===== src/sv/mbps_pkg.sv =====
// Shared types and constants of the masked byte pattern scanner.
`timescale 1ns / 1ps
`default_nettype none

package mbps_pkg;

    localparam int PATTERN_MAX_DEF = 16;
    localparam int ADDR_WIDTH_DEF  = 48;

    // Pattern registers hold at most this many bytes
    localparam int PATTERN_BYTES = 16;
    localparam int LEN_W         = 5;
    localparam int RESULT_W      = 48;
    localparam int BASE_W        = 48;
    localparam int CFG_DATA_W    = 64;
    localparam int CFG_INDEX_W   = 3;
    localparam int QUEUE_DEPTH   = 2;

    // Branch decode: B/BL opcode byte and its 24-bit immediate
    localparam int          IMM_W          = 24;
    localparam int          DELTA_W        = IMM_W + 3;
    localparam logic [7:0]  BRANCH_OP      = 8'hEA;
    localparam logic [7:0]  BRANCH_OP_MASK = 8'hFE;
    localparam int          BRANCH_MIN_LEN = 4;
    localparam int          PC_AHEAD       = 8;

    // Configuration register indexes
    localparam logic [CFG_INDEX_W-1:0] CFG_PATTERN_LOW  = 3'd0;
    localparam logic [CFG_INDEX_W-1:0] CFG_PATTERN_HIGH = 3'd1;
    localparam logic [CFG_INDEX_W-1:0] CFG_CARE_MASK    = 3'd2;
    localparam logic [CFG_INDEX_W-1:0] CFG_PATTERN_LEN  = 3'd3;
    localparam logic [CFG_INDEX_W-1:0] CFG_XREF_MODE    = 3'd4;
    localparam logic [CFG_INDEX_W-1:0] CFG_REGION_BASE  = 3'd5;

    typedef struct packed {
        logic [8*PATTERN_BYTES-1:0] pattern;
        logic [PATTERN_BYTES-1:0]   care;
        logic [LEN_W-1:0]           length;
        logic                       xref;
    } mbps_match_cfg_t;

    // Classification of one item that produces a result
    typedef struct packed {
        logic        found;
        logic        branch_ok;
        logic [31:0] word;
    } mbps_cls_t;

endpackage

`default_nettype wire


===== src/sv/mbps_front.sv =====
// Front end: byte window, position count and pattern match classification.
`timescale 1ns / 1ps
`default_nettype none

module mbps_front #(
    parameter int PATTERN_MAX = mbps_pkg::PATTERN_MAX_DEF,
    parameter int ADDR_WIDTH  = mbps_pkg::ADDR_WIDTH_DEF
) (
    input  logic                        clk,
    input  logic                        rst_n,
    input  logic                        accept,
    input  logic [7:0]                  data_byte,
    input  logic                        last_byte,
    input  mbps_pkg::mbps_match_cfg_t   mcfg,
    output logic                        push,
    output mbps_pkg::mbps_cls_t         cls,
    output logic [ADDR_WIDTH-1:0]       offset
);
    import mbps_pkg::*;

    localparam int WIN    = (PATTERN_MAX < PATTERN_BYTES) ? PATTERN_MAX : PATTERN_BYTES;
    localparam int WIN_IW = $clog2(WIN);

    logic [7:0]            win_reg  [WIN];
    logic [7:0]            win_next [WIN];
    logic [ADDR_WIDTH-1:0] pos_reg;
    logic [ADDR_WIDTH-1:0] pos_next;
    logic                  reported_reg;
    logic                  reported_next;
    logic [LEN_W-1:0]      len;
    logic [LEN_W-1:0]      tap_idx [WIN];
    logic [WIN-1:0]        byte_ok;
    logic [LEN_W-1:0]      word_idx [4];
    logic [7:0]            word_byte [4];
    logic                  match;

    // clamp length to the window depth
    always_comb
    begin
        if (mcfg.length > LEN_W'(WIN))
        begin
            len = LEN_W'(WIN);
        end
        else
        begin
            len = mcfg.length;
        end
    end

    always_comb
    begin
        win_next[0] = data_byte;
        for (int k = 1; k < WIN; k++)
        begin
            win_next[k] = win_reg[k-1];
        end
    end

    assign pos_next = (&pos_reg) ? pos_reg : pos_reg + 1'b1;

    // pattern byte i lines up with window tap len-1-i
    for (genvar i = 0; i < WIN; i++)
    begin : g_cmp
        assign tap_idx[i] = len - LEN_W'(i + 1);
        assign byte_ok[i] = (LEN_W'(i) >= len) || !mcfg.care[i] ||
                            (win_next[tap_idx[i][WIN_IW-1:0]] == mcfg.pattern[8*i +: 8]);
    end

    for (genvar j = 0; j < 4; j++)
    begin : g_word
        assign word_idx[j]  = len - LEN_W'(j + 1);
        assign word_byte[j] = win_next[word_idx[j][WIN_IW-1:0]];
    end

    assign match = (len != '0) && (pos_next >= ADDR_WIDTH'(len)) && (&byte_ok);

    assign cls.found     = match;
    assign cls.branch_ok = mcfg.xref && (len >= LEN_W'(BRANCH_MIN_LEN));
    assign cls.word      = {word_byte[3], word_byte[2], word_byte[1], word_byte[0]};
    assign offset        = pos_next - ADDR_WIDTH'(len);
    assign push          = accept && !reported_reg && (match || last_byte);

    always_comb
    begin
        reported_next = reported_reg;
        if (accept)
        begin
            if (last_byte)
            begin
                reported_next = 1'b0;
            end
            else if (!reported_reg)
            begin
                reported_next = match;
            end
        end
    end

    always_ff @(posedge clk or negedge rst_n)
    begin
        if (!rst_n)
        begin
            pos_reg      <= '0;
            reported_reg <= 1'b0;
        end
        else
        begin
            reported_reg <= reported_next;
            if (accept)
            begin
                if (last_byte)
                begin
                    pos_reg <= '0;
                end
                else if (!reported_reg)
                begin
                    pos_reg <= pos_next;
                end
            end
        end
    end

    // only taps below the position count are ever compared
    always_ff @(posedge clk)
    begin
        if (accept && !reported_reg)
        begin
            for (int k = 0; k < WIN; k++)
            begin
                win_reg[k] <= win_next[k];
            end
        end
    end

endmodule

`default_nettype wire


===== src/sv/mbps_queue.sv =====
// Short FIFO between the classification front end and the address back end.
`timescale 1ns / 1ps
`default_nettype none

module mbps_queue #(
    parameter int DATA_W = 8,
    parameter int DEPTH  = mbps_pkg::QUEUE_DEPTH
) (
    input  logic              clk,
    input  logic              rst_n,
    input  logic              push,
    input  logic [DATA_W-1:0] push_data,
    input  logic              pop,
    output logic [DATA_W-1:0] head,
    output logic              empty,
    output logic              full
);
    localparam int PTR_W = $clog2(DEPTH);
    localparam int CNT_W = $clog2(DEPTH + 1);

    logic [DATA_W-1:0] mem_reg [DEPTH];
    logic [PTR_W-1:0]  wr_ptr_reg;
    logic [PTR_W-1:0]  rd_ptr_reg;
    logic [CNT_W-1:0]  count_reg;
    logic [CNT_W-1:0]  count_next;

    assign head  = mem_reg[rd_ptr_reg];
    assign empty = (count_reg == '0);
    assign full  = (count_reg == CNT_W'(DEPTH));

    always_comb
    begin
        count_next = count_reg;
        if (push && !pop)
        begin
            count_next = count_reg + 1'b1;
        end
        else if (pop && !push)
        begin
            count_next = count_reg - 1'b1;
        end
    end

    always_ff @(posedge clk or negedge rst_n)
    begin
        if (!rst_n)
        begin
            wr_ptr_reg <= '0;
            rd_ptr_reg <= '0;
            count_reg  <= '0;
        end
        else
        begin
            count_reg <= count_next;
            if (push)
            begin
                wr_ptr_reg <= (wr_ptr_reg == PTR_W'(DEPTH - 1)) ? '0 : wr_ptr_reg + 1'b1;
            end
            if (pop)
            begin
                rd_ptr_reg <= (rd_ptr_reg == PTR_W'(DEPTH - 1)) ? '0 : rd_ptr_reg + 1'b1;
            end
        end
    end

    always_ff @(posedge clk)
    begin
        if (push)
        begin
            mem_reg[wr_ptr_reg] <= push_data;
        end
    end

endmodule

`default_nettype wire


===== src/sv/mbps_back.sv =====
// Back end: match address, branch decode and the result output register.
`timescale 1ns / 1ps
`default_nettype none

module mbps_back #(
    parameter int ADDR_WIDTH = mbps_pkg::ADDR_WIDTH_DEF
) (
    input  logic                          clk,
    input  logic                          rst_n,
    input  logic                          q_empty,
    input  mbps_pkg::mbps_cls_t           q_cls,
    input  logic [ADDR_WIDTH-1:0]         q_offset,
    input  logic [mbps_pkg::BASE_W-1:0]   region_base,
    output logic                          pop,
    input  logic                          out_stall,
    output logic                          out_valid,
    output logic                          found,
    output logic [mbps_pkg::RESULT_W-1:0] result_address,
    output logic                          was_branch
);
    import mbps_pkg::*;

    logic                  advance;
    logic                  is_branch;
    logic [DELTA_W-1:0]    delta_short;
    logic [63:0]           delta_ext;

    logic                  s1_valid_reg;
    logic                  s1_found_reg;
    logic                  s1_branch_reg;
    logic [ADDR_WIDTH-1:0] s1_addr_reg;
    logic [ADDR_WIDTH-1:0] s1_delta_reg;

    logic                  out_valid_reg;
    logic                  found_reg;
    logic                  branch_reg;
    logic [ADDR_WIDTH-1:0] addr_reg;

    // advance the whole back pipe unless a result sits stalled at the output
    assign advance = !out_valid_reg || !out_stall;
    assign pop     = advance && !q_empty;

    assign is_branch = q_cls.found && q_cls.branch_ok &&
                       ((q_cls.word[31:24] & BRANCH_OP_MASK) == BRANCH_OP);

    // imm24 * 4 + 8, sign-extended
    assign delta_short = {q_cls.word[IMM_W-1], q_cls.word[IMM_W-1:0], 2'b00} +
                         DELTA_W'(PC_AHEAD);
    assign delta_ext   = {{(64 - DELTA_W){delta_short[DELTA_W-1]}}, delta_short};

    always_ff @(posedge clk or negedge rst_n)
    begin
        if (!rst_n)
        begin
            s1_valid_reg  <= 1'b0;
            out_valid_reg <= 1'b0;
        end
        else if (advance)
        begin
            s1_valid_reg  <= !q_empty;
            out_valid_reg <= s1_valid_reg;
        end
    end

    always_ff @(posedge clk)
    begin
        if (advance)
        begin
            s1_found_reg  <= q_cls.found;
            s1_branch_reg <= is_branch;
            s1_addr_reg   <= q_cls.found ? ADDR_WIDTH'(region_base) + q_offset : '0;
            s1_delta_reg  <= ADDR_WIDTH'(delta_ext);
            found_reg     <= s1_found_reg;
            branch_reg    <= s1_branch_reg;
            addr_reg      <= s1_branch_reg ? s1_addr_reg + s1_delta_reg : s1_addr_reg;
        end
    end

    assign out_valid      = out_valid_reg;
    assign found          = found_reg;
    assign was_branch     = branch_reg;
    assign result_address = RESULT_W'(addr_reg);

endmodule

`default_nettype wire


===== src/sv/masked_byte_pattern_scanner.sv =====
// Top level of the masked byte pattern scanner: registers, front end, queue, back end.
// A result passes in turn through the queue, the address stage and the output register.
// Throughput: one byte per cycle; the front end classifies each byte against the window
// combinationally, and input stalls only while the two-entry result queue is full.
// Reset (rst_n, async, active low): empties queue and back pipe, clears position count
// and match flag, loads register defaults (pattern length 1, everything else zero).
`timescale 1ns / 1ps
`default_nettype none

module masked_byte_pattern_scanner #(
    parameter int PATTERN_MAX = mbps_pkg::PATTERN_MAX_DEF,
    parameter int ADDR_WIDTH  = mbps_pkg::ADDR_WIDTH_DEF
) (
    input  logic                             clk,
    input  logic                             rst_n,

    // configuration write channel
    input  logic                             cfg_valid,
    output logic                             cfg_ready,
    input  logic [mbps_pkg::CFG_INDEX_W-1:0] cfg_index,
    input  logic [mbps_pkg::CFG_DATA_W-1:0]  cfg_data,

    // input byte stream
    input  logic                             in_valid,
    output logic                             in_stall,
    input  logic [7:0]                       data_byte,
    input  logic                             last_byte,

    // result channel
    output logic                             out_valid,
    input  logic                             out_stall,
    output logic                             found,
    output logic [mbps_pkg::RESULT_W-1:0]    result_address,
    output logic                             was_branch
);
    import mbps_pkg::*;

    localparam int Q_W = $bits(mbps_cls_t) + ADDR_WIDTH;

    // configuration registers
    logic [63:0]              pattern_low_reg;
    logic [63:0]              pattern_high_reg;
    logic [PATTERN_BYTES-1:0] care_mask_reg;
    logic [LEN_W-1:0]         pattern_length_reg;
    logic                     xref_mode_reg;
    logic [BASE_W-1:0]        region_base_reg;

    mbps_match_cfg_t          mcfg;
    logic                     in_accept;
    logic                     push;
    mbps_cls_t                push_cls;
    logic [ADDR_WIDTH-1:0]    push_offset;
    logic [Q_W-1:0]           q_head;
    logic                     q_empty;
    logic                     q_full;
    logic                     pop;
    mbps_cls_t                head_cls;
    logic [ADDR_WIDTH-1:0]    head_offset;

    // Register writes are always taken; indexes past the list are dropped.
    assign cfg_ready = 1'b1;

    always_ff @(posedge clk or negedge rst_n)
    begin
        if (!rst_n)
        begin
            pattern_low_reg    <= '0;
            pattern_high_reg   <= '0;
            care_mask_reg      <= '0;
            pattern_length_reg <= LEN_W'(1);
            xref_mode_reg      <= 1'b0;
            region_base_reg    <= '0;
        end
        else if (cfg_valid && cfg_ready)
        begin
            unique case (cfg_index)
                CFG_PATTERN_LOW:  pattern_low_reg    <= cfg_data;
                CFG_PATTERN_HIGH: pattern_high_reg   <= cfg_data;
                CFG_CARE_MASK:    care_mask_reg      <= cfg_data[PATTERN_BYTES-1:0];
                CFG_PATTERN_LEN:  pattern_length_reg <= cfg_data[LEN_W-1:0];
                CFG_XREF_MODE:    xref_mode_reg      <= cfg_data[0];
                CFG_REGION_BASE:  region_base_reg    <= cfg_data[BASE_W-1:0];
                default:
                begin
                end
            endcase
        end
    end

    assign mcfg.pattern = {pattern_high_reg, pattern_low_reg};
    assign mcfg.care    = care_mask_reg;
    assign mcfg.length  = pattern_length_reg;
    assign mcfg.xref    = xref_mode_reg;

    // Hold input while the queue has no room for a possible result; bytes that
    // produce nothing are held too, which keeps the stall a plain register decode.
    assign in_stall  = q_full;
    assign in_accept = in_valid && !in_stall;

    // Front end: until the region has reported a match, shift the byte into the window and
    // advance the position; classify the item as match, region end without match, or nothing.
    mbps_front #(
        .PATTERN_MAX (PATTERN_MAX),
        .ADDR_WIDTH  (ADDR_WIDTH)
    ) u_front (
        .clk       (clk),
        .rst_n     (rst_n),
        .accept    (in_accept),
        .data_byte (data_byte),
        .last_byte (last_byte),
        .mcfg      (mcfg),
        .push      (push),
        .cls       (push_cls),
        .offset    (push_offset)
    );

    // Queue decouples classification from address arithmetic and output stall.
    mbps_queue #(
        .DATA_W (Q_W),
        .DEPTH  (QUEUE_DEPTH)
    ) u_queue (
        .clk       (clk),
        .rst_n     (rst_n),
        .push      (push),
        .push_data ({push_cls, push_offset}),
        .pop       (pop),
        .head      (q_head),
        .empty     (q_empty),
        .full      (q_full)
    );

    assign head_cls    = q_head[Q_W-1:ADDR_WIDTH];
    assign head_offset = q_head[ADDR_WIDTH-1:0];

    // Back end: base + offset, then the branch target add, into the output register.
    mbps_back #(
        .ADDR_WIDTH (ADDR_WIDTH)
    ) u_back (
        .clk            (clk),
        .rst_n          (rst_n),
        .q_empty        (q_empty),
        .q_cls          (head_cls),
        .q_offset       (head_offset),
        .region_base    (region_base_reg),
        .pop            (pop),
        .out_stall      (out_stall),
        .out_valid      (out_valid),
        .found          (found),
        .result_address (result_address),
        .was_branch     (was_branch)
    );

`ifndef NO_ASSERTIONS
    // The front end never writes into a full queue.
    a_no_overflow: assert property (@(posedge clk) disable iff (!rst_n)
        push |-> !q_full)
        else $error("result queue overflow");

    // A not-found result carries a zero address and no branch flag.
    a_not_found_zero: assert property (@(posedge clk) disable iff (!rst_n)
        (out_valid && !found) |-> (result_address == '0 && !was_branch))
        else $error("not-found result with nonzero fields");

    // A branch target is only reported for a match.
    a_branch_needs_match: assert property (@(posedge clk) disable iff (!rst_n)
        (out_valid && was_branch) |-> found)
        else $error("branch flag without a match");

    // Nothing is taken from an empty queue.
    a_no_underflow: assert property (@(posedge clk) disable iff (!rst_n)
        pop |-> !q_empty)
        else $error("result queue underflow");
`endif

endmodule

`default_nettype wire

===== config.mk =====
export PLATFORM = sky130hd
export DESIGN_NAME = masked_byte_pattern_scanner
export DESIGN_NICKNAME = d
export VERILOG_FILES = /design/src/sv/mbps_pkg.sv /design/src/sv/mbps_front.sv /design/src/sv/mbps_queue.sv /design/src/sv/mbps_back.sv /design/src/sv/masked_byte_pattern_scanner.sv
export SDC_FILE = /design/constraint.sdc
export NUM_CORES = 1
export LEC_CHECK = 0
export BUFFER_PORTS_ARGS = -buffer_cell sky130_fd_sc_hd__buf_2
export CORE_MARGIN = 8
export CORE_UTILIZATION = 30
export DETAILED_ROUTE_END_ITERATION = 8
export PLACE_DENSITY = 0.46
export REMOVE_ABC_BUFFERS = 1
export SYNTH_ARGS = -nofsm -noshare
export SYNTH_HDL_FRONTEND = slang
export SYNTH_SLANG_ARGS = --single-unit

===== constraint.sdc =====
create_clock -name clk -period 13.1 [get_ports clk]
set_input_delay 2.62 -clock clk [delete_from_list [all_inputs] [get_ports clk]]
set_output_delay 2.62 -clock clk [all_outputs]
set_load 0.05 [all_outputs]

### After elaboration in Yosys (flattened, before gate mapping)

Memories as Yosys holds them, arrays and structs flattened.
Cells that the tools add are included.

| storage, ports and cells | value |
|---|---|
| bits in registers | 380 |
| memory bits (writable) | 292 |
| input port bits | 81 |
| word-level logic and storage cells | 266 |
| memories kept | 2 |

Memory list:

| name | words | bits a word | rd ports | clocked after Yosys merged registers in | write ports | RTL line | source |
|---|---|---|---|---|---|---|---|
| u_queue.mem_reg | 2 | 82 | 1 | 0 | 1 | mbps_queue.sv:21 | `logic [DATA_W-1:0] mem_reg [DEPTH];` |
| u_front.win_reg | 16 | 8 | 15 | 0 | 16 | mbps_front.sv:24 | `logic [7:0] win_reg [WIN];` |

| operators by class | value |
|---|---|
| add/subtract/negate cells | 25 |
| $lt $le $gt $ge | 35 |
| equal/unequal tests | 24 |
| multiplexer cells | 63 |
| bitwise gates (word level) | 16 |
| reductions and logical operators | 81 |

Operator list:

| operator | number |
|---|---|
| binary-select mux 8 bit (select 4 bit) | 16 |
| two-way mux 8 bit | 32 |
| two-way mux 48 bit | 4 |
| == test 8 bit | 16 |
| adder 48 bit | 2 |
| >= comparator 5 bit, second input constant | 16 |
| NOT 4 -> 5 bit | 16 |
| adder 48 x 1 -> 48 bit, second input constant | 1 |
| >= comparator 48 x 5 -> 1 bit | 1 |
| AND reduction 48 bit | 1 |
| subtractor 48 x 5 -> 48 bit | 1 |
| >= comparator 4 x 5 -> 1 bit, first input constant | 8 |
| logical OR 1 bit | 34 |
| subtractor 4 bit, second input constant | 8 |
| adder 26 x 5 -> 27 bit, second input constant | 1 |
| zero test 1 bit | 23 |
| >= comparator 3 x 5 -> 1 bit, first input constant | 4 |
| AND reduction 16 bit | 1 |
| subtractor 4 x 3 -> 4 bit, second input constant | 4 |
| AND reduction 2 bit | 7 |
| logical AND 1 bit | 11 |
| >= comparator 1 x 5 -> 1 bit, first input constant | 2 |
| >= comparator 2 x 5 -> 1 bit, first input constant | 2 |
| two-way mux 1 bit | 8 |
| 19 further kinds | 25 |

### Longest topological paths before layout

Gate-level depths: netlist of run 1.

| logic depth | value |
|---|---|
| word-level depth | 17 |
| gate-level depth with buffers | 27 |
| depth with buffers taken out | 24 |

### Modules after synthesis

A second synthesis of run 1 with hierarchy kept.

| second synthesis, totals | value |
|---|---|
| cells, all modules | 4053 |
| area, all modules | 45122.0 um2 |

Modules (own cells, without submodules):

| module | times used | cells an instance | area each (um2) | seq. area each (um2) |
|---|---|---|---|---|
| mbps_front | 1 | 2264 | 20399.6 | 4829.6 |
| mbps_back | 1 | 1092 | 10358.7 | 3803.6 |
| masked_byte_pattern_scanner | 1 | 426 | 7910.1 | 4956.0 |
| mbps_queue | 1 | 271 | 6453.7 | 5024.8 |

### Least setup slack after synthesis of run 1

OpenSTA, ideal clock, no wires.

| timing | value |
|---|---|
| kind | input port to flip-flop |
| from | in in_valid |
| to | mem u_queue.mem_reg[0][0] (netlist bit), enable pin |
| setup time | 0.531 ns |
| arrival time | 12.607 ns |
| required time | 12.569 ns |
| slack | -0.038 ns |
| stages on the path | 5 |
| cell sequence | nand2b_1 nor2_1 inv_1 o31ai_4 nor2b_1 |

| on the way | value |
|---|---|
| word-level cells in the longest chain between the ends | 5 |

Ends and longest elaborated chain:

| element | RTL line | source |
|---|---|---|
| start: declaration | masked_byte_pattern_scanner.sv:24 | `input logic in_valid,` |
| logical AND 1 bit | masked_byte_pattern_scanner.sv:98 | `assign in_accept = in_valid && !in_stall;` |
| logical AND 1 bit (2 in series) | mbps_front.sv:81 | `assign push = accept && !reported_reg && (match \|\| last_byte);` |
| net push | masked_byte_pattern_scanner.sv:50 | `logic push;` |
| two-way mux 1 bit | mbps_queue.sv:68 | `if (push)` |
| two-way mux 1 bit (not written as such) | mbps_queue.sv:70 | `mem_reg[wr_ptr_reg] <= push_data;` |
| end: declaration | mbps_queue.sv:21 |  |

The timed path passes the listed nets, and every way through them passes these cells.

### Worst setup path in the final report of run 1

| timing | value |
|---|---|
| from | reg pattern_length_reg[4] |
| to | mem u_queue.mem_reg[0][49] (netlist bit), enable pin |

| on the way | value |
|---|---|
| word-level cells in the longest chain between the ends | 15 |
| elaborated cells on any way between the ends | 155 |
| those cells by class | add/sub: 16; order compare: 18; eq/ne: 16; mux: 51; bitwise: 16; reduce/logical: 38 |

Ends and longest elaborated chain:

| element | RTL line | source |
|---|---|---|
| start: declaration | masked_byte_pattern_scanner.sv:44 | `logic [LEN_W-1:0] pattern_length_reg;` |
| start signal: assignment | masked_byte_pattern_scanner.sv:80 | `CFG_PATTERN_LEN: pattern_length_reg <= cfg_data[LEN_W-1:0];` |
| > comparator 5 bit | mbps_front.sv:40 | `if (mcfg.length > LEN_W'(WIN))` |
| two-way mux 5 bit (*) | mbps_front.sv:40 |  |
| subtractor 4 x 1 -> 4 bit, or another cell as far along | mbps_front.sv:64 | `assign tap_idx[i] = len - LEN_W'(i + 1);` |
| NOT 4 -> 5 bit (not written as such) | mbps_front.sv:66 | `(win_next[tap_idx[i][WIN_IW-1:0]] == mcfg.pattern[8*i +: 8]);` |
| binary-select mux 8 bit (select 4 bit) | mbps_front.sv:66 |  |
| two-way mux 8 bit (not written as such) (2 in series) | mbps_front.sv:66 |  |
| == test 8 bit | mbps_front.sv:66 |  |
| logical OR 1 bit | mbps_front.sv:65 | `assign byte_ok[i] = (LEN_W'(i) >= len) \|\| !mcfg.care[i] \|\|` |
| AND reduction 16 bit | mbps_front.sv:75 | `assign match = (len != '0) && (pos_next >= ADDR_WIDTH'(len)) && (&byte_ok);` |
| logical AND 1 bit (*) | mbps_front.sv:75 |  |
| logical OR 1 bit (*) | mbps_front.sv:81 |  |
| logical AND 1 bit (*) | mbps_front.sv:81 |  |
| net push | masked_byte_pattern_scanner.sv:50 |  |
| two-way mux 1 bit (*) | mbps_queue.sv:68 |  |
| two-way mux 1 bit (not written as such) (*) | mbps_queue.sv:70 |  |

Mark *: on every way through the listed nets, which the timed path passes. The rest lies on a longest branch. The select of a mux whose other input is x is not followed.

==> results of run 1 <==
[final cells by class]
| class | instances | area [um2] |
|---|---|---|
| Fill cell | 14500 | 96100 |
| Multi-Input combinational cell | 2929 | 24000 |
| Sequential cell | 660 | 18600 |
| Tap cell | 1917 | 2400 |
| Clock buffer | 104 | 2190 |
| Timing Repair Buffer | 192 | 1130 |
| Clock inverter | 47 | 571 |
| Inverter | 67 | 259 |
| Antenna cell | 3 | 7.51 |
[critical path, delay by kind of cell, from the launching register on]
| kind | cells | cell delay [ns] |
|---|---|---|
| buf+inv | 5 | 2.41 |
| fa+ha+maj | 1 | 0.44 |
| compound gates | 6 | 1.84 |
| simple gates | 6 | 2.81 |
| xor+xnor | 1 | 0.14 |
| flops | 1 | 0.81 |
[cell usage after synthesis, types with 28 or more instances]
cell | n | area (um2)
a211oi_1 | 37 | 278
a21o_1 | 79 | 593
a21oi_1 | 173 | 866
a22oi_1 | 31 | 233
a31oi_1 | 29 | 181
and3_1 | 28 | 175
buf_2 | 49 | 245
clkbuf_1 | 118 | 443
dfrtp_1 | 252 | 6310
edfxtp_1 | 407 | 12200
ha_1 | 114 | 1430
inv_1 | 62 | 233
mux2_2 | 319 | 3590
mux2i_1 | 292 | 2920
mux4_2 | 116 | 2610
nand2_1 | 256 | 961
nand3_1 | 77 | 385
nand4_1 | 57 | 357
nor2_1 | 227 | 852
nor2b_1 | 41 | 257
nor3_1 | 48 | 240
nor3b_1 | 28 | 210
o21ai_0 | 175 | 876
o22ai_1 | 34 | 213
o31ai_1 | 30 | 225
xnor2_1 | 194 | 1700
xor2_1 | 125 | 1090
[power by group]
part	switching [mW]	total (mW)	internal, mW
sequential	0.561	3.62	3.06
clock	0.968	2.33	1.36
combinational	4.09	6.70	2.61
total	5.62	12.6	7.03
[layer usage]
layer  track usage [%]  vias to the layer above  routed length [um]
met3              3.15                      212               10200
li1                  -                    14900                   -
met2              29.3                     1137               68900
met4              6.64                        0                5650
met1              27.4                    16500               72000
met5                 0                        -                   0
[kinds of logic (layout without fill, tap and decap cells)]
kind of cell / count (synthesis) / after routing
muxes: 727 / 727
buffers and inverters: 291 / 410
adders and majority gates: 117 / 117
and+or+nand+nor: 945 / 945
DFF: 660 / 660
other: 1 / 4
xor gates and xnor gates: 323 / 323
AOI/OAI and AO/OA: 816 / 816
[metrics by stage]
| stage | total power, mW | hold slack (ns) | std cells |
|---|---|---|---|
| 6_report | 12.6 | 0.418 | 5919 |
| 5_1_grt | 13.4 | 0.417 | 5917 |
| 4_1_cts | 12.7 | 0.415 | 5916 |
| 3_5_place_dp | 10.3 | 0.406 | 5765 |
| 3_3_place_gp | 10.3 | 0.403 | 5765 |
| 2_1_floorplan | 8.19 | 0.400 | 3656 |
[final timing paths]
path / start / endpoint / slack (ns) / cells past startpoint
max in group asynchronous: rst_n / pattern_high_reg[59] / 9.37 / 3
hold / removal: u_back.s1_found_reg / u_back.found / 0.42 / 0
min in group asynchronous: rst_n / region_base_reg[29] / 1.92 / 1
hold reg to reg: u_back.s1_found_reg / u_back.found / 0.42 / 0
setup / recovery: pattern_length_reg[4] / u_queue.mem_reg[0][49] / 4.08 / 19
setup reg to reg: pattern_length_reg[4] / u_queue.mem_reg[0][49] / 4.08 / 19
==> results.tsv, run 1 <==
metric	value	unit
Synth Area in XOR/XNOR	6.59	%
Pwr per Cell Area	258	nW/um2
worst slew pin tran	1.22	ns
initial antenna violation count	11	
period utilization	68.9	%
Mapped Area	43700	um2
Worst VDD drop	0.112	mV
sequential area share after synthesis	42.4	%
Worst path max stage delay	0.81	ns
Peak Freq	111	MHz
Rel. slew slack	18.7	%
first-pass GRT wire length	226	mm
die area	158000	um2
clock skew	0.0446	ns
clk_lat worst skew	0.71	ns
adder-cell share of the synthesized area	3.40	%
Detail Route Antenna Nets	0	
share of layout cells above drive strength 1	20.8	%
drt initial violations	2856	
GRT Overall Usage	19.1	%
status	completed	
Unique masters post-synth	107	
endpoint class of the critical path	flop	
post-synthesis mux area share	20.9	%
Core Area	145000	um2
root buf cell	clkbuf_16	
hold-fix buffers at CTS	0	
simple-gate share of the synthesized area	11.0	%
Top Ports	134	
CTS tree	yes	
slowest CP cell	dfrtp_2	
H-tree depth	3	
routed vias	32700	
DP HPWL	119	mm
Routed WL	157	mm
crit-path cells	buf_4 > nand2b_4 > buf_4 > inv_6 > buf_4 > ha_1 > or2_2 > a211oi_1 > or2_2 > a2111oi_4 > xnor2_1 > nor4_1 > a41oi_1 > a2111o_1 > nor4_2 > o2111ai_2 > o31ai_4 > nor2b_4 > buf_4	
kind of critical path	flop to flop	
largest net degree at the start of global routing	131	
number of global-route vias before repair	31200	
mean post-synth cell area	11.3	um2
nets	4129	
Placer Congestion	0.950	
CP Data Required Time	13.40	ns
Mapped Cells	3880	
Yosys reg bits	660	
Longest Clk Path Bufs	3	
max cap viols	0	
Layout area overhead	12.3	%
Compound-Gate Fraction of Synth Area	12.6	%
CP max FO	54	
Hold Crit Class	flop to flop	
post-CTS sizing	0	
Period minus WS final	9.02	ns
synth warn	0	
final worst slack	4.08	ns
Post-Route Setup TNS	0	ns
CP startpoint kind	flop	
total gr overflow	0	
Hold Vio Cnt, Final	0	
FFs w/ async S/R, synth	38.3	%
Die W	398	um
routed len/inst	26.5	um
post-CTS setup buffers	0	
Main synth FF type	edfxtp_1	
number of flops mapped to enable cells by yosys	407	
main combinational cell family by area after synthesis	multiplexers	
Leak	18.8	nW
unrepaired setup endpoints after global routing	no	
vias per cell	5.53	
Clock Sinks	660	
DR pass1 iterations	5	
most frequent cells in the layout	edfxtp_1 (407), mux2_2 (319), mux2i_1 (291)	
Row Count	140	
worst endpoint data arrival time	9.33	ns
CP most frequent cell	buf_4	
commonest non-fill, non-tap cell in the layout	edfxtp_1	
max-slew violations	0	
Die Ht	398	um
Initial Utilization	30.1	%
CTS clk-pin slew, worst paths	0.06	ns
Final setup viols	0	
Setup Slack @ Placement	4.16	ns
CTS Buf Count	81	
max reg flops	162	
fin util	33.8	%
Post-route DRC	0	
placed cell area	46300	um2
Non-Filler Cell Area, Final	49100	um2
# port buffers	132	
(Power assumes the default switching activity.)
==> run 2, diff against run 1 <==
ABC_AREA = 1   (was unset)
clock period = 8.89 ns   (was 13.1 ns; I/O delays follow)
==> results.tsv, run 2 <==
metric	value	unit
status	completed	
Die Ht	392	um
Main synth FF type	edfxtp_1	
Compound-Gate Fraction of Synth Area	10.0	%
Gate power share	52.4	%
unrepaired setup endpoints after global routing	no	
max cap viols	0	
root buf cell	clkbuf_16	
worst endpoint data arrival time	7.46	ns
initial antenna violation count	3	
DR pass1 iterations	6	
CTS tree	yes	
Synth Area in XOR/XNOR	2.86	%
Top Ports	134	
Buf/Inv on CP	5	
max reg flops	162	
most frequent cell after synthesis	nand2_1	
post-synthesis mux area share	0.212	%
first-pass GRT wire length	239	mm
Row Count	138	
largest net degree at the start of global routing	125	
Placer Congestion	0.935	
FFs w/ async S/R, synth	38.3	%
kind of critical path	flop to flop	
Die W	392	um
Leak	22.3	nW
worst slew pin tran	1.20	ns
Longest Clk Path Bufs	3	
simple-gate share of the synthesized area	31.9	%
Final setup viols	0	
CTS Buf Count	80	
vias per cell	4.97	
CP max FO	43	
DP HPWL	126	mm
Setup Slack @ Placement	1.79	ns
Period minus WS final	7.09	ns
CP Data Required Time	9.26	ns
CP most frequent cell	nand2_1	
routed vias	38300	
drt initial violations	3575	
most frequent cells in the layout	nand2_1 (1948), nand3_1 (630), inv_1 (584)	
Worst path max stage delay	0.79	ns
Switching Fraction	48.8	%
share of layout cells above drive strength 1	7.35	%
clock skew	0.0302	ns
number of flops mapped to enable cells by yosys	407	
CTS clk-pin slew, worst paths	0.06	ns
sw power	8.87	mW
Hold Crit Class	flop to flop	
die area	154000	um2
Yosys reg bits	660	
H-tree depth	3	
Pint	9.32	mW
mean post-synth cell area	7.44	um2
max-slew violations	0	
final worst slack	1.80	ns
Peak Freq	141	MHz
Pwr per Cell Area	382	nW/um2
Layout area overhead	12.3	%
Core Area	141000	um2
Mapped Cells	5706	
total gr overflow	0	
Post-route DRC	0	
synth warn	0	
Detail Route Antenna Nets	0	
endpoint class of the critical path	flop	
slowest CP cell	dfstp_2	
Hold Worst Slack	0.418	ns
CP startpoint kind	flop	
synth cell count leaders	nand2_1 (1953), nand3_1 (630), inv_1 (587)	
top cells by area, synth	edfxtp_1 (29%), nand2_1 (17%), dfrtp_1 (15%)	
Hold Vio Cnt, Final	0	
Worst VDD drop	0.201	mV
Mapped Area	42400	um2
sequential share of power	28.4	%
Unique masters post-synth	66	
number of global-route vias before repair	35700	
routed len/inst	21.0	um
hold-fix buffers at CTS	0	
Yosys top cell by area	edfxtp_1	
GRT Overall Usage	20.6	%
post-CTS sizing	0	
Clock Sinks	660	
main combinational cell family by area after synthesis	simple AND/OR/NAND/NOR gates	
# port buffers	132	
Ant. Diodes	0	
part of the power in the clock network	19.2	%
post-CTS setup buffers	0	
Tot Pwr	18.2	mW
sequential area share after synthesis	43.7	%
commonest non-fill, non-tap cell in the layout	nand2_1	
clk_lat worst skew	0.71	ns
post-synth top area share	28.8	%
Initial Utilization	30.1	%
adder-cell share of the synthesized area	3.50	%
period utilization	79.8	%
Routed WL	162	mm
nets	5950	
CP top delay family	simple AND/OR/NAND/NOR gates	
Rel. slew slack	20.1	%
run 2: cell types whose count changed after synthesis, moves of 33 or more:
cell / delta
a211oi_1: -33
nor2_1: +74
nand2_1: +1697
inv_1: +525
xnor2_1: -166
nand3b_1: +64
o21ai_0: +264
mux2i_1: -283
a21o_1: -73
a21oi_1: +35
mux2_2: -319
nand3_1: +553
mux4_2: -116
nor2b_1: -41
run 2: per-stage QoR:
stage | setup TNS (ns) | util, % | cell area (um2) | instances
after global placement | 0 | 31.8 | 44900 | 7560
after floorplan | -412.76 | - | 41500 | 5498
after detailed placement | 0 | 31.8 | 44900 | 7560
after CTS | 0 | 33.8 | 47700 | 7710
after global routing | 0 | 33.8 | 47700 | 7710
final | 0 | 33.8 | 47700 | 7710
run 2: worst reg2reg max path: cells and delay by family (launching register included):
| family | cells | cell delay, ns |
|---|---|---|
| AOI/OAI and AO/OA | 1 | 0.77 |
| adders and majority gates | 1 | 0.43 |
| and+or+nand+nor | 21 | 2.95 |
| buffers and inverters | 5 | 1.82 |
| DFF | 1 | 0.79 |
run 2: layout make-up:
cell class,count,area (um2)
inverter,610,2290
tap,1890,2360
clock inverter,52,638
sequential,660,18600
fill,15200,93400
timing repair buffer,172,1010
multi-input combinational,4228,20700
clock buffer,98,2130
run 2: path summary, 6_finish.rpt:
path | slack [ns] | end | cells after the start | start
setup / recovery | 1.80 | u_queue.mem_reg[0][38] | 28 | pattern_length_reg[0]
hold / removal | 0.42 | u_back.result_address[1] | 0 | u_back.s1_addr_reg[1]
setup reg to reg | 1.80 | u_queue.mem_reg[0][38] | 28 | pattern_length_reg[0]
hold reg to reg | 0.42 | u_back.result_address[1] | 0 | u_back.s1_addr_reg[1]
max in group asynchronous | 6.40 | pattern_low_reg[22] | 2 | rst_n
min in group asynchronous | 1.08 | pattern_low_reg[60] | 1 | rst_n
run 2: routing by layer:
| metal | wire length (um) | part of all wire, % | vias to the layer above | track usage, % |
|---|---|---|---|---|
| li1 | - | - | 18900 | - |
| met1 | 80400 | 50 | 18100 | 30.8 |
| met2 | 69600 | 43 | 1128 | 31.4 |
| met3 | 8250 | 5.1 | 174 | 2.20 |
| met4 | 3780 | 2.3 | 0 | 5.43 |
| met5 | 0 | 0 | - | 0 |
run 2: kinds of logic after synthesis:
family	Yosys count
AOI/OAI and AO/OA	796
muxes	9
xor gates and xnor gates	137
DFF	660
other	1
and+or+nand+nor	3168
buffers and inverters	818
adders and majority gates	117
run 2: power groups by stage:
| stage | Combinational, mW | Sequential, mW | Clock [mW] |
|---|---|---|---|
| finish | 9.54 | 5.17 | 3.49 |
| global route | 10.6 | 5.25 | 3.68 |
| CTS | 9.48 | 5.17 | 3.57 |
| detailed placement | 9.44 | 5.22 | 0 |
| global placement | 9.44 | 5.22 | 0 |
| floorplan | 5.96 | 5.48 | 0 |
